File: src/rtl/rtt_pkg.sv
// types and constants of the rtt estimator
// used by rtt_ctrl, rtt_dp and the top level
package rtt_pkg;

	localparam int TIME_BITS_DEF = 64;
	localparam int FULL_SIZE     = 1518;
	localparam int SCALE_BITS    = 11;
	localparam int QUOT_MAX      = 74;
	localparam logic [15:0] MIN_LEN_RST = 16'd3;

	typedef enum logic [2:0] {
		ST_OK      = 3'd0,
		ST_SHORT   = 3'd1,
		ST_REORDER = 3'd2,
		ST_LOST    = 3'd3,
		ST_ZERO    = 3'd4
	} status_t;

	typedef enum logic [2:0] {
		S_IDLE,
		S_CHECK,
		S_MUL,
		S_DIV,
		S_SAT,
		S_DIFF,
		S_UPD,
		S_FIN
	} state_t;

	typedef struct packed {
		logic load;
		logic mul;
		logic div_step;
		logic sat;
		logic diff;
		logic upd;
		logic out_load;
	} cmd_t;

	typedef struct packed {
		logic reject;
	} sts_t;

endpackage

File: src/rtl/rtt_ctrl.sv
// sequencer of the rtt estimator: handshakes, step order and divider count
// depends on rtt_pkg
module rtt_ctrl #(
	parameter int TIME_BITS = rtt_pkg::TIME_BITS_DEF
) (
	input  logic          clk,
	input  logic          arst_n,
	input  logic          s_tvalid,
	output logic          s_tready,
	output logic          m_tvalid,
	input  logic          m_tready,
	input  rtt_pkg::sts_t sts,
	output rtt_pkg::cmd_t cmd
);
	import rtt_pkg::*;

	localparam int PW = TIME_BITS + SCALE_BITS - 1;
	localparam int CW = $clog2(PW + 1);

	state_t        state_q, state_d;
	logic [CW-1:0] cnt_q;
	logic          out_valid_q;

	always_ff @(posedge clk or negedge arst_n) begin
		if (!arst_n) begin
			state_q <= S_IDLE;
		end else begin
			state_q <= state_d;
		end
	end

	always_ff @(posedge clk or negedge arst_n) begin
		if (!arst_n) begin
			cnt_q <= '0;
		end else if (cmd.mul) begin
			cnt_q <= CW'(PW);
		end else if (cmd.div_step) begin
			cnt_q <= cnt_q - CW'(1);
		end
	end

	// result register: refilled only once the previous item has left
	always_ff @(posedge clk or negedge arst_n) begin
		if (!arst_n) begin
			out_valid_q <= 1'b0;
		end else if (cmd.out_load) begin
			out_valid_q <= 1'b1;
		end else if (m_tready) begin
			out_valid_q <= 1'b0;
		end
	end

	assign m_tvalid = out_valid_q;

	always_comb begin
		state_d  = state_q;
		cmd      = '0;
		s_tready = 1'b0;
		case (state_q)
			S_IDLE: begin
				s_tready = 1'b1;
				if (s_tvalid) begin
					cmd.load = 1'b1;
					state_d  = S_CHECK;
				end
			end
			S_CHECK: begin
				state_d = sts.reject ? S_FIN : S_MUL;
			end
			S_MUL: begin
				cmd.mul = 1'b1;
				state_d = S_DIV;
			end
			S_DIV: begin
				cmd.div_step = 1'b1;
				if (cnt_q == CW'(1)) begin
					state_d = S_SAT;
				end
			end
			S_SAT: begin
				cmd.sat = 1'b1;
				state_d = S_DIFF;
			end
			S_DIFF: begin
				cmd.diff = 1'b1;
				state_d  = S_UPD;
			end
			S_UPD: begin
				cmd.upd = 1'b1;
				state_d = S_FIN;
			end
			S_FIN: begin
				if (!out_valid_q || m_tready) begin
					cmd.out_load = 1'b1;
					state_d      = S_IDLE;
				end
			end
			default: begin
				state_d = S_IDLE;
			end
		endcase
	end

endmodule

File: src/rtl/rtt_dp.sv
// datapath of the rtt estimator: checks, scaling, restoring divider,
// smoothed average and deviation, result register; depends on rtt_pkg
module rtt_dp #(
	parameter int TIME_BITS = rtt_pkg::TIME_BITS_DEF
) (
	input  logic          clk,
	input  logic          arst_n,
	input  rtt_pkg::cmd_t cmd,
	output rtt_pkg::sts_t sts,
	input  logic          cfg_valid,
	input  logic [15:0]   cfg_data,
	input  logic [15:0]   ack_length,
	input  logic          ack_reordered,
	input  logic          send_time_lost,
	input  logic [63:0]   recv_time,
	input  logic [63:0]   sent_time,
	input  logic [15:0]   packet_size,
	output logic [2:0]    status,
	output logic [63:0]   sample_rtt,
	output logic [63:0]   avg_rtt,
	output logic [63:0]   dev_rtt
);
	import rtt_pkg::*;

	localparam int HW = TIME_BITS - 1;
	localparam int PW = TIME_BITS + SCALE_BITS - 1;

	logic [15:0]    min_len_q;
	status_t        status_q;
	logic [HW-1:0]  half_q;
	logic [15:0]    size_q;
	logic [PW-1:0]  dvd_q;
	logic [15:0]    rem_q;
	logic [63:0]    sample_q;
	logic [63:0]    diff_q;
	logic [63:0]    avg_q;
	logic [63:0]    dev_q;
	logic [2:0]     out_status_q;
	logic [63:0]    out_sample_q;
	logic [63:0]    out_avg_q;
	logic [63:0]    out_dev_q;

	status_t              status_d;
	logic [TIME_BITS-1:0] delta;
	logic [16:0]          trial;
	logic                 qbit;
	logic [QUOT_MAX-1:0]  quot_ext;
	logic [65:0]          avg_sum;
	logic [66:0]          dev_sum;

	always_ff @(posedge clk or negedge arst_n) begin
		if (!arst_n) begin
			min_len_q <= MIN_LEN_RST;
		end else if (cfg_valid) begin
			min_len_q <= cfg_data;
		end
	end

	always_comb begin
		if (ack_length < min_len_q) begin
			status_d = ST_SHORT;
		end else if (ack_reordered) begin
			status_d = ST_REORDER;
		end else if (send_time_lost) begin
			status_d = ST_LOST;
		end else if (packet_size == 16'd0) begin
			status_d = ST_ZERO;
		end else begin
			status_d = ST_OK;
		end
	end

	// time difference wraps at the timestamp width
	assign delta = recv_time[TIME_BITS-1:0] - sent_time[TIME_BITS-1:0];

	always_ff @(posedge clk) begin
		if (cmd.load) begin
			status_q <= status_d;
			half_q   <= delta[TIME_BITS-1:1];
			size_q   <= packet_size;
		end
	end

	assign sts.reject = (status_q != ST_OK);

	// restoring division of half*1518 by the packet size, one bit a cycle
	assign trial = {rem_q, dvd_q[PW-1]} - {1'b0, size_q};
	assign qbit  = !trial[16];

	always_ff @(posedge clk) begin
		if (cmd.mul) begin
			dvd_q <= PW'(half_q) * PW'(FULL_SIZE);
			rem_q <= '0;
		end else if (cmd.div_step) begin
			dvd_q <= {dvd_q[PW-2:0], qbit};
			rem_q <= qbit ? trial[15:0] : {rem_q[14:0], dvd_q[PW-1]};
		end
	end

	assign quot_ext = QUOT_MAX'(dvd_q);

	always_ff @(posedge clk) begin
		if (cmd.sat) begin
			sample_q <= (|quot_ext[QUOT_MAX-1:64]) ? '1 : quot_ext[63:0];
		end
		if (cmd.diff) begin
			diff_q <= (sample_q > avg_q) ? sample_q - avg_q : avg_q - sample_q;
		end
	end

	// floor((3*avg+sample)/4) and floor((7*dev+diff)/8) at full width
	assign avg_sum = {2'b00, avg_q} + {1'b0, avg_q, 1'b0} + {2'b00, sample_q};
	assign dev_sum = {dev_q, 3'b000} - {3'b000, dev_q} + {3'b000, diff_q};

	always_ff @(posedge clk or negedge arst_n) begin
		if (!arst_n) begin
			avg_q <= '0;
			dev_q <= '0;
		end else if (cmd.upd) begin
			if (avg_q == 64'd0) begin
				avg_q <= sample_q;
			end else begin
				avg_q <= avg_sum[65:2];
				dev_q <= (dev_q == 64'd0) ? diff_q : dev_sum[66:3];
			end
		end
	end

	always_ff @(posedge clk) begin
		if (cmd.out_load) begin
			out_status_q <= status_q;
			out_sample_q <= (status_q == ST_OK) ? sample_q : 64'd0;
			out_avg_q    <= avg_q;
			out_dev_q    <= dev_q;
		end
	end

	assign status     = out_status_q;
	assign sample_rtt = out_sample_q;
	assign avg_rtt    = out_avg_q;
	assign dev_rtt    = out_dev_q;

endmodule

File: src/rtl/rtt_ewma_estimator.sv
// top level of the rtt estimator: stream ports, configuration port
// instantiates rtt_ctrl and rtt_dp, depends on rtt_pkg
//
// one ack item enters on the s_ channel, one result item leaves on the m_ channel
// for every ack, in order. acks with a fault are answered with a nonzero status,
// a zero sample and the unchanged average and deviation.
// an accepted ack goes through the restoring divider, which takes one quotient
// bit per cycle over TIME_BITS + 10 bits; a rejected ack skips it. s_tready is
// high only while the sequencer is idle. the result sits in an output register,
// so the next ack is taken while a finished result still waits for m_tready. a
// stalled receiver holds the result and the finished next one waits in the
// datapath until the register frees. reset clears the average, the deviation
// and the valid flags, and sets the minimum ack length to 3. cfg_data is written
// whenever cfg_valid is high (cfg_ready stays high); write it only while no item
// is in flight.
module rtt_ewma_estimator #(
	parameter int TIME_BITS = rtt_pkg::TIME_BITS_DEF
) (
	input  logic         clk,
	input  logic         arst_n,
	input  logic         s_tvalid,
	output logic         s_tready,
	input  logic [159:0] s_tdata,   // ack_length, recv_time, sent_time, packet_size
	input  logic [1:0]   s_tuser,   // ack_reordered, send_time_lost
	output logic         m_tvalid,
	input  logic         m_tready,
	output logic [191:0] m_tdata,   // sample_rtt, avg_rtt, dev_rtt
	output logic [2:0]   m_tuser,   // status
	input  logic         cfg_valid,
	output logic         cfg_ready,
	input  logic [15:0]  cfg_data   // min_ack_length
);
	import rtt_pkg::*;

	cmd_t        cmd;
	sts_t        sts;
	logic [63:0] sample_rtt;
	logic [63:0] avg_rtt;
	logic [63:0] dev_rtt;

	assign cfg_ready = 1'b1;

	rtt_ctrl #(
		.TIME_BITS (TIME_BITS)
	) u_ctrl (
		.clk      (clk),
		.arst_n   (arst_n),
		.s_tvalid (s_tvalid),
		.s_tready (s_tready),
		.m_tvalid (m_tvalid),
		.m_tready (m_tready),
		.sts      (sts),
		.cmd      (cmd)
	);

	rtt_dp #(
		.TIME_BITS (TIME_BITS)
	) u_dp (
		.clk            (clk),
		.arst_n         (arst_n),
		.cmd            (cmd),
		.sts            (sts),
		.cfg_valid      (cfg_valid),
		.cfg_data       (cfg_data),
		.ack_length     (s_tdata[15:0]),
		.ack_reordered  (s_tuser[0]),
		.send_time_lost (s_tuser[1]),
		.recv_time      (s_tdata[79:16]),
		.sent_time      (s_tdata[143:80]),
		.packet_size    (s_tdata[159:144]),
		.status         (m_tuser),
		.sample_rtt     (sample_rtt),
		.avg_rtt        (avg_rtt),
		.dev_rtt        (dev_rtt)
	);

	assign m_tdata = {dev_rtt, avg_rtt, sample_rtt};

endmodule

File: config.mk
export PLATFORM = sky130hd
export DESIGN_NAME = rtt_ewma_estimator
export DESIGN_NICKNAME = d
export VERILOG_FILES = /design/src/rtl/rtt_pkg.sv /design/src/rtl/rtt_ctrl.sv /design/src/rtl/rtt_dp.sv /design/src/rtl/rtt_ewma_estimator.sv
export SDC_FILE = /design/constraint.sdc
export NUM_CORES = 2
export LEC_CHECK = 0
export ABC_AREA = 1
export BUFFER_PORTS_ARGS = -buffer_cell sky130_fd_sc_hd__clkbuf_2
export CAP_MARGIN = 20
export CELL_PAD_IN_SITES_DETAIL_PLACEMENT = 1
export CELL_PAD_IN_SITES_GLOBAL_PLACEMENT = 1
export CORE_AREA = 5 5 311 541
export DETAILED_ROUTE_END_ITERATION = 6
export DIE_AREA = 0 0 316 546
export PLACE_DENSITY = 0.82
export SLEW_MARGIN = 20
export SYNTH_ARGS = -nofsm -noshare
export SYNTH_HDL_FRONTEND = slang
export SYNTH_SLANG_ARGS = --single-unit
File: constraint.sdc
create_clock -name clk -period 9.4 [get_ports clk]
set_clock_uncertainty 0.05 [all_clocks]
set_input_delay 0 -clock clk [delete_from_list [all_inputs] [get_ports clk]]
set_output_delay 0 -clock clk [all_outputs]
set_load 0.005 [all_outputs]
* After elaboration in Yosys (flattened, before gate mapping)
Index checks and enable logic that the tools add are counted.
Word-level totals: flip-flop bits (word level) 650, input port bits 183, output and inout bits 198, logic and storage cells 86
Cells by class: add/sub/neg operators 9, multiply operators 1, magnitude comparators 2, eq/ne operators 11, muxes and demuxes 28, bitwise logic cells 1, reduce and logical (&&, ||, !) cells 15
Operators with widths (count):
- two-way mux 64 bit | 3
- subtractor 64 bit | 3
- two-way mux 74 bit | 2
- logical NOT 64 bit | 2
- multiplier 63 x 10 -> 73 bit, second input constant | 1
- adder 67 x 64 -> 67 bit | 1
- subtractor 67 x 64 -> 67 bit | 1
- adder 64 x 65 -> 66 bit | 1
- adder 66 x 64 -> 66 bit | 1
- greater-than comparator 64 bit | 1
- case mux 3 bit (8 select lines) | 1
- subtractor 17 x 16 -> 17 bit | 1
- logical NOT 16 bit | 1
- less-than comparator 16 bit | 1
- two-way mux 16 bit | 1
- two-way mux 3 bit | 5
- two-way mux 7 bit | 2
- == test 3 bit, second input constant | 4
- two-way mux 1 bit | 12
- OR reduction 10 bit | 1
- == test 7 x 1 -> 1 bit, second input constant | 1
- subtractor 7 x 1 -> 7 bit, second input constant | 1
- == test 3 x 2 -> 1 bit, second input constant | 2
- logical NOT 3 bit | 2
- other kinds (12) | 16

* Longest topological paths before layout
depth in word-level cells 5, gate-level depth with buffers 25, mapped depth without buffers 25

* By module
A second synthesis with hierarchy kept.
Second synthesis, totals: cell total of the unflattened synthesis 9301, area, all modules 69384.0 µm²
By module, submodules not included:
- rtt_dp | times used 1, cells an instance 9204, area an instance 68657.1 µm², seq. area each 18300.1 µm²
- rtt_ctrl | times used 1, cells an instance 95, area an instance 715.7 µm², seq. area each 275.3 µm²
- rtt_ewma_estimator | times used 1, cells an instance 2, area an instance 11.3 µm², seq. area each 0.0 µm²

* Worst setup path before layout
OpenSTA, ideal clock, no wires.
path kind reg-to-reg, from reg u_ctrl.state_q[2], to reg u_dp.out_avg_q[0] (netlist: u_dp.avg_rtt[0]) (enable), setup time 0.756 ns, arrival time 8.817 ns, required time 8.594 ns, setup slack -0.223 ns, stages on the path, launching flop included 5, path buffers 0, clock period less this slack 9.623 ns, cells stage by stage dfrtp_1 > inv_1 > nor2_1 > inv_1 > nor2_1
RTL lines:
- start, declared | RTL line rtt_ctrl.sv:20 | state_t state_q, state_d;
- start signal, assigned | RTL line rtt_ctrl.sv:28 | state_q <= state_d;
- end signal, assigned | RTL line rtt_dp.sv:133 | out_avg_q <= avg_q;
- end, declared | RTL line rtt_dp.sv:40 | logic [63:0] out_avg_q;

* Final worst setup path
from reg u_dp.half_q[58], to reg u_dp.dvd_q[70] (data pin)
Between the ends: word-level cells in the longest chain between the ends 2
RTL lines:
- start, declared | RTL line rtt_dp.sv:30 | logic [HW-1:0] half_q;
- start signal, assigned | RTL line rtt_dp.sv:79 | half_q <= delta[TIME_BITS-1:1];
- multiplier 63 x 10 -> 73 bit | RTL line rtt_dp.sv:92 | dvd_q <= PW'(half_q) * PW'(FULL_SIZE);
- two-way mux 74 bit | RTL line rtt_dp.sv:91 | if (cmd.mul) begin
- end signal, assigned | RTL line rtt_dp.sv:92
- end signal, assigned | RTL line rtt_dp.sv:95 | dvd_q <= {dvd_q[PW-2:0], qbit};
- end, declared | RTL line rtt_dp.sv:32 | logic [PW-1:0] dvd_q;
Every way passes these cells. A chain may end at the register's enable or synchronous reset.

==> results.py <==
metrics = {
    "clock_network": {
        "clockBufferDepth": 3,
        "clk_latency_ns": 0.75,
        "clock_sinks": 650,
        "htree_levels": 3,
        "cts_resized": 0,
        "clk_transition_reported_paths_ns": 0.07,
        "root_buffer": "clkbuf_16",
        "numCtsBuffers": 71,
        "cts_tree": "done",
    },
    "logic_synthesis": {
        "synth_top_family_by_area": "adder cells",
        "ys_types": 59,
        "muxShareOfSynthArea": 0,
        "synth_compound_area_frac": 0.133,
        "postSynthAreaPerCell_um2": 7.48,
        "synth_adder_area_share": 0.250,
        "syn-num-nets": 10600,
        "syn_area_um2": 69700,
        "yosys_warnings": 0,
        "synthSimpleGateAreaFrac": 0.202,
        "ys_seq_elements": 650,
        "synthCells": 9320,
        "ys_seq_area_frac": 0.266,
        "synth_xor_area_frac": 0.0279,
    },
    "timing": {
        "rsz0062_at_grt": "no",
        "slew_headroom": 0.130,
        "min_period_ns": 7.50,
        "final.setup.tns_ns": 0,
        "final_max_slew_viol_count": 0,
        "hold_viol": 0,
        "setup_viol": 0,
        "max_freq_ghz": 0.133,
        "tightest_slew_ns": 1.29,
        "fin_crit_sh": 0.798,
    },
    "floorplan": {
        "die_h_um": 546,
        "dieArea_um2": 173000,
        "num_rows": 196,
        "die_x_um": 316,
        "io_pins": 381,
        "core_um2": 163000,
        "start_util": 0.428,
    },
    "worst_hold_path": {
        "hold_path.startpoint": "s_tdata[126]",
        "min_to": "u_dp.half_q[45]",
        "holdPathStages": 5,
        "hp-class": "in2reg",
    },
    "critical_path": {
        "end_kind": "register",
        "reg2reg_depth": 17,
        "critPathMaxFanout": 6,
        "cp-start-kind": "register",
        "cp.required_ns": 9.81,
        "arrival_ns": 7.92,
        "r2r-end": "u_dp.dvd_q[70]",
        "worstSetupPathType": "reg2reg",
        "reg2reg_from": "u_dp.half_q[58]",
        "r2r_slack_ns": 1.90,
    },
    "route": {
        "drtAntennaViolNets": 0,
        "via_count": 68900,
        "drc_errors": 0,
        "dr.pass1.iters": 6,
        "drt_wl_total_mm": 368,
        "wire_per_inst_um": 30.3,
        "via_per_inst": 5.68,
        "drt_iter0_drc": 4184,
    },
    "place": {
        "io_buffers": 379,
        "gp_congestion": 1.17,
        "placed_cell_area_um2": 74100,
        "hpwl_mm": 302,
    },
    "finish": {
        "multiInputGateArea_um2": 42900,
        "layout.area.seq_um2": 18600,
        "nFillCells": 20500,
        "drive_gt1_frac": 0.0662,
        "final_area_um2": 78800,
        "final_nets": 11200,
        "syn_to_final_growth_pct": 13.0,
    },
    "global_route": {
        "track_usage": 0.419,
        "antenna_found_initial": 12,
        "grt_max_degree": 71,
        "grt_pass1_vias": 77900,
        "grt-ovfl-total": 0,
        "grt_first_pass_wirelength_mm": 519,
    },
    "run": {
        "max_cap_violations": 0,
    },
    "status": {
        "status": "finished clean",
    },
}
==> how the worst max path moves through the flow <==
stage / startpoint / endpoint / slack (ns)
2_1_floorplan: u_ctrl.state_q[2] / u_dp.avg_rtt[0] / 3.14
3_3_place_gp: u_dp.half_q[49] / u_dp.dvd_q[70] / 2.28
3_5_place_dp: u_dp.half_q[49] / u_dp.dvd_q[70] / 2.17
4_1_cts: u_dp.half_q[49] / u_dp.dvd_q[70] / 2.09
5_1_grt: u_dp.half_q[56] / u_dp.dvd_q[70] / 1.98
6_report: u_dp.half_q[58] / u_dp.dvd_q[70] / 1.90
==> cells by family after synthesis <==
family,count (synthesis)
and+or+nand+nor,3463
buffers and inverters,2185
AOI/OAI and AO/OA,1700
adders and majority gates,1099
DFF,650
xor gates and xnor gates,222
other,1
==> layer usage <==
metal / GRT usage / wire length [um] / part of all wire
met4: 0.522 / 60900 / 0.17
met2: 0.778 / 191000 / 0.52
met3: 0.0598 / 14800 / 0.040
met5: 0.000284 / 0 / 0
met1: 0.327 / 101000 / 0.27
==> critical path: stages (launching register included) <==
cell and delay, ns:
edfxtp_1 0.57, inv_1 0.23, fa_1 0.58, inv_1 0.07
fa_1 0.47, fa_1 0.61, fa_1 0.68, ha_1 0.27
ha_1 0.39, nand2_1 0.17, nor2_1 0.24, nand2_1 0.34
nor4_1 1.17, nand3b_1 0.79, nand3_1 0.29, nand2_1 0.08
nand3_1 0.14, nand2_1 0.08
==> placed cells by master, fill, tap and decap left out, types with 14 or more instances in the layout <==
master         netlist  layout
a21boi_0            23      23
a21o_1              46      46
a21oi_1            678     675
a31oi_1             35      35
buf_4               13      51
clkbuf_16            0      71
clkbuf_2            10     378
dfrtp_1            153     153
dfxtp_1             17      17
dlygate4sd3_1        0     217
edfxtp_1           478     478
fa_1               489     489
ha_1               610     610
inv_1             2017    2015
inv_2               17      19
nand2_1           1854    1850
nand2_2             13      14
nand3_1            367     367
nand4_1             64      64
nor2_1             974     970
nor2_2              22      19
nor3_1              79      77
nor4_1              46      45
o211ai_1            44      44
o21a_1              29      29
o21ai_0            652     644
o21ai_1             41      49
o21bai_1            62      62
o22ai_1             54      54
xnor2_1             48      48
xor2_1             174     174
==> registers in the layout, summed over array words and instances (netlist names), 7 cells and up <==
name and count:
u_dp.rem_q 16, u_ctrl.cnt_q 7, u_dp.dvd_q 74, u_dp.avg_q 64, u_dp.size_q 16, u_dp.diff_q 64
u_dp.dev_rtt 64, u_dp.half_q 63, u_dp.min_len_q 16, u_dp.sample_q 64, u_dp.avg_rtt 64, u_dp.sample_rtt 64
u_dp.dev_q 64
==> per-stage QoR <==
stage                     utilization  hold WS [ns]  setup WS [ns]  cells
after floorplan                     -        -0.346           3.14   9320
after global placement          0.454        -0.161           2.28  11800
after detailed placement        0.454        -0.161           2.17  11800
after CTS                       0.483       0.00238           2.09  12100
after global routing            0.483        0.0413           1.98  12100
final                           0.483        0.0392           1.90  12100
==> repair_timing <==
item | in CTS | in global routing
hold buffers | 218 | 0
hold endpoints to repair | 244 | 0
setup buffers | 0 | 0
==> synth_stat cells, drive strengths merged <==
| cell type | instances | area share |
|---|---|---|
| inv | 2034 | 0.11 |
| nand2 | 1870 | 0.10 |
| nor2 | 1001 | 0.055 |
| o21ai | 700 | 0.051 |
| a21oi | 687 | 0.050 |
| ha | 610 | 0.11 |
| fa | 489 | 0.14 |
| edfxtp | 478 | 0.21 |
| nand3 | 367 | 0.026 |
| xor2 | 174 | 0.022 |
| dfrtp | 153 | 0.055 |
| clkbuf | 83 | 0.0046 |
| nor3 | 80 | 0.0058 |
| buf | 66 | 0.0061 |
| nand4 | 64 | 0.0057 |
| o21bai | 62 | 0.0067 |
| o22ai | 54 | 0.0048 |
| nor4 | 51 | 0.0050 |
| a21o | 48 | 0.0054 |
| xnor2 | 48 | 0.0060 |
| o211ai | 44 | 0.0047 |
| a31oi | 35 | 0.0031 |
| o21a | 29 | 0.0031 |
| a21boi | 24 | 0.0027 |
| dfxtp | 17 | 0.0049 |
| nand3b | 11 | 0.0012 |
| a211oi | 8 | 0.00086 |
| and2 | 8 | 0.00072 |
| or2 | 6 | 0.00054 |
| a221oi | 2 | 0.00025 |
| a22oi | 2 | 0.00022 |
| and3 | 2 | 0.00018 |
| clkinv | 2 | 0.00011 |
| dfstp | 2 | 0.00075 |
| o2bb2ai | 2 | 0.00025 |
| o31ai | 2 | 0.00022 |
| conb | 1 | 0.000054 |
| nand2b | 1 | 0.000090 |
| nor3b | 1 | 0.00011 |
| o2111ai | 1 | 0.00013 |
| or4 | 1 | 0.00011 |
==> cell type report <==
| cell class | count | area share |
|---|---|---|
| inverters | 2036 | 0.0970 |
| flip-flops and latches | 650 | 0.236 |
| multi-input cells | 6485 | 0.544 |
| diodes | 8 | 0.000254 |
| well taps | 2178 | 0.0346 |
| repair buffers | 649 | 0.0569 |
| clock inverters | 45 | 0.00768 |
| clock buffers | 85 | 0.0240 |
Power is not shown: default switching activity piles up to over one toggle a cycle in this logic, so the estimate is an artifact.
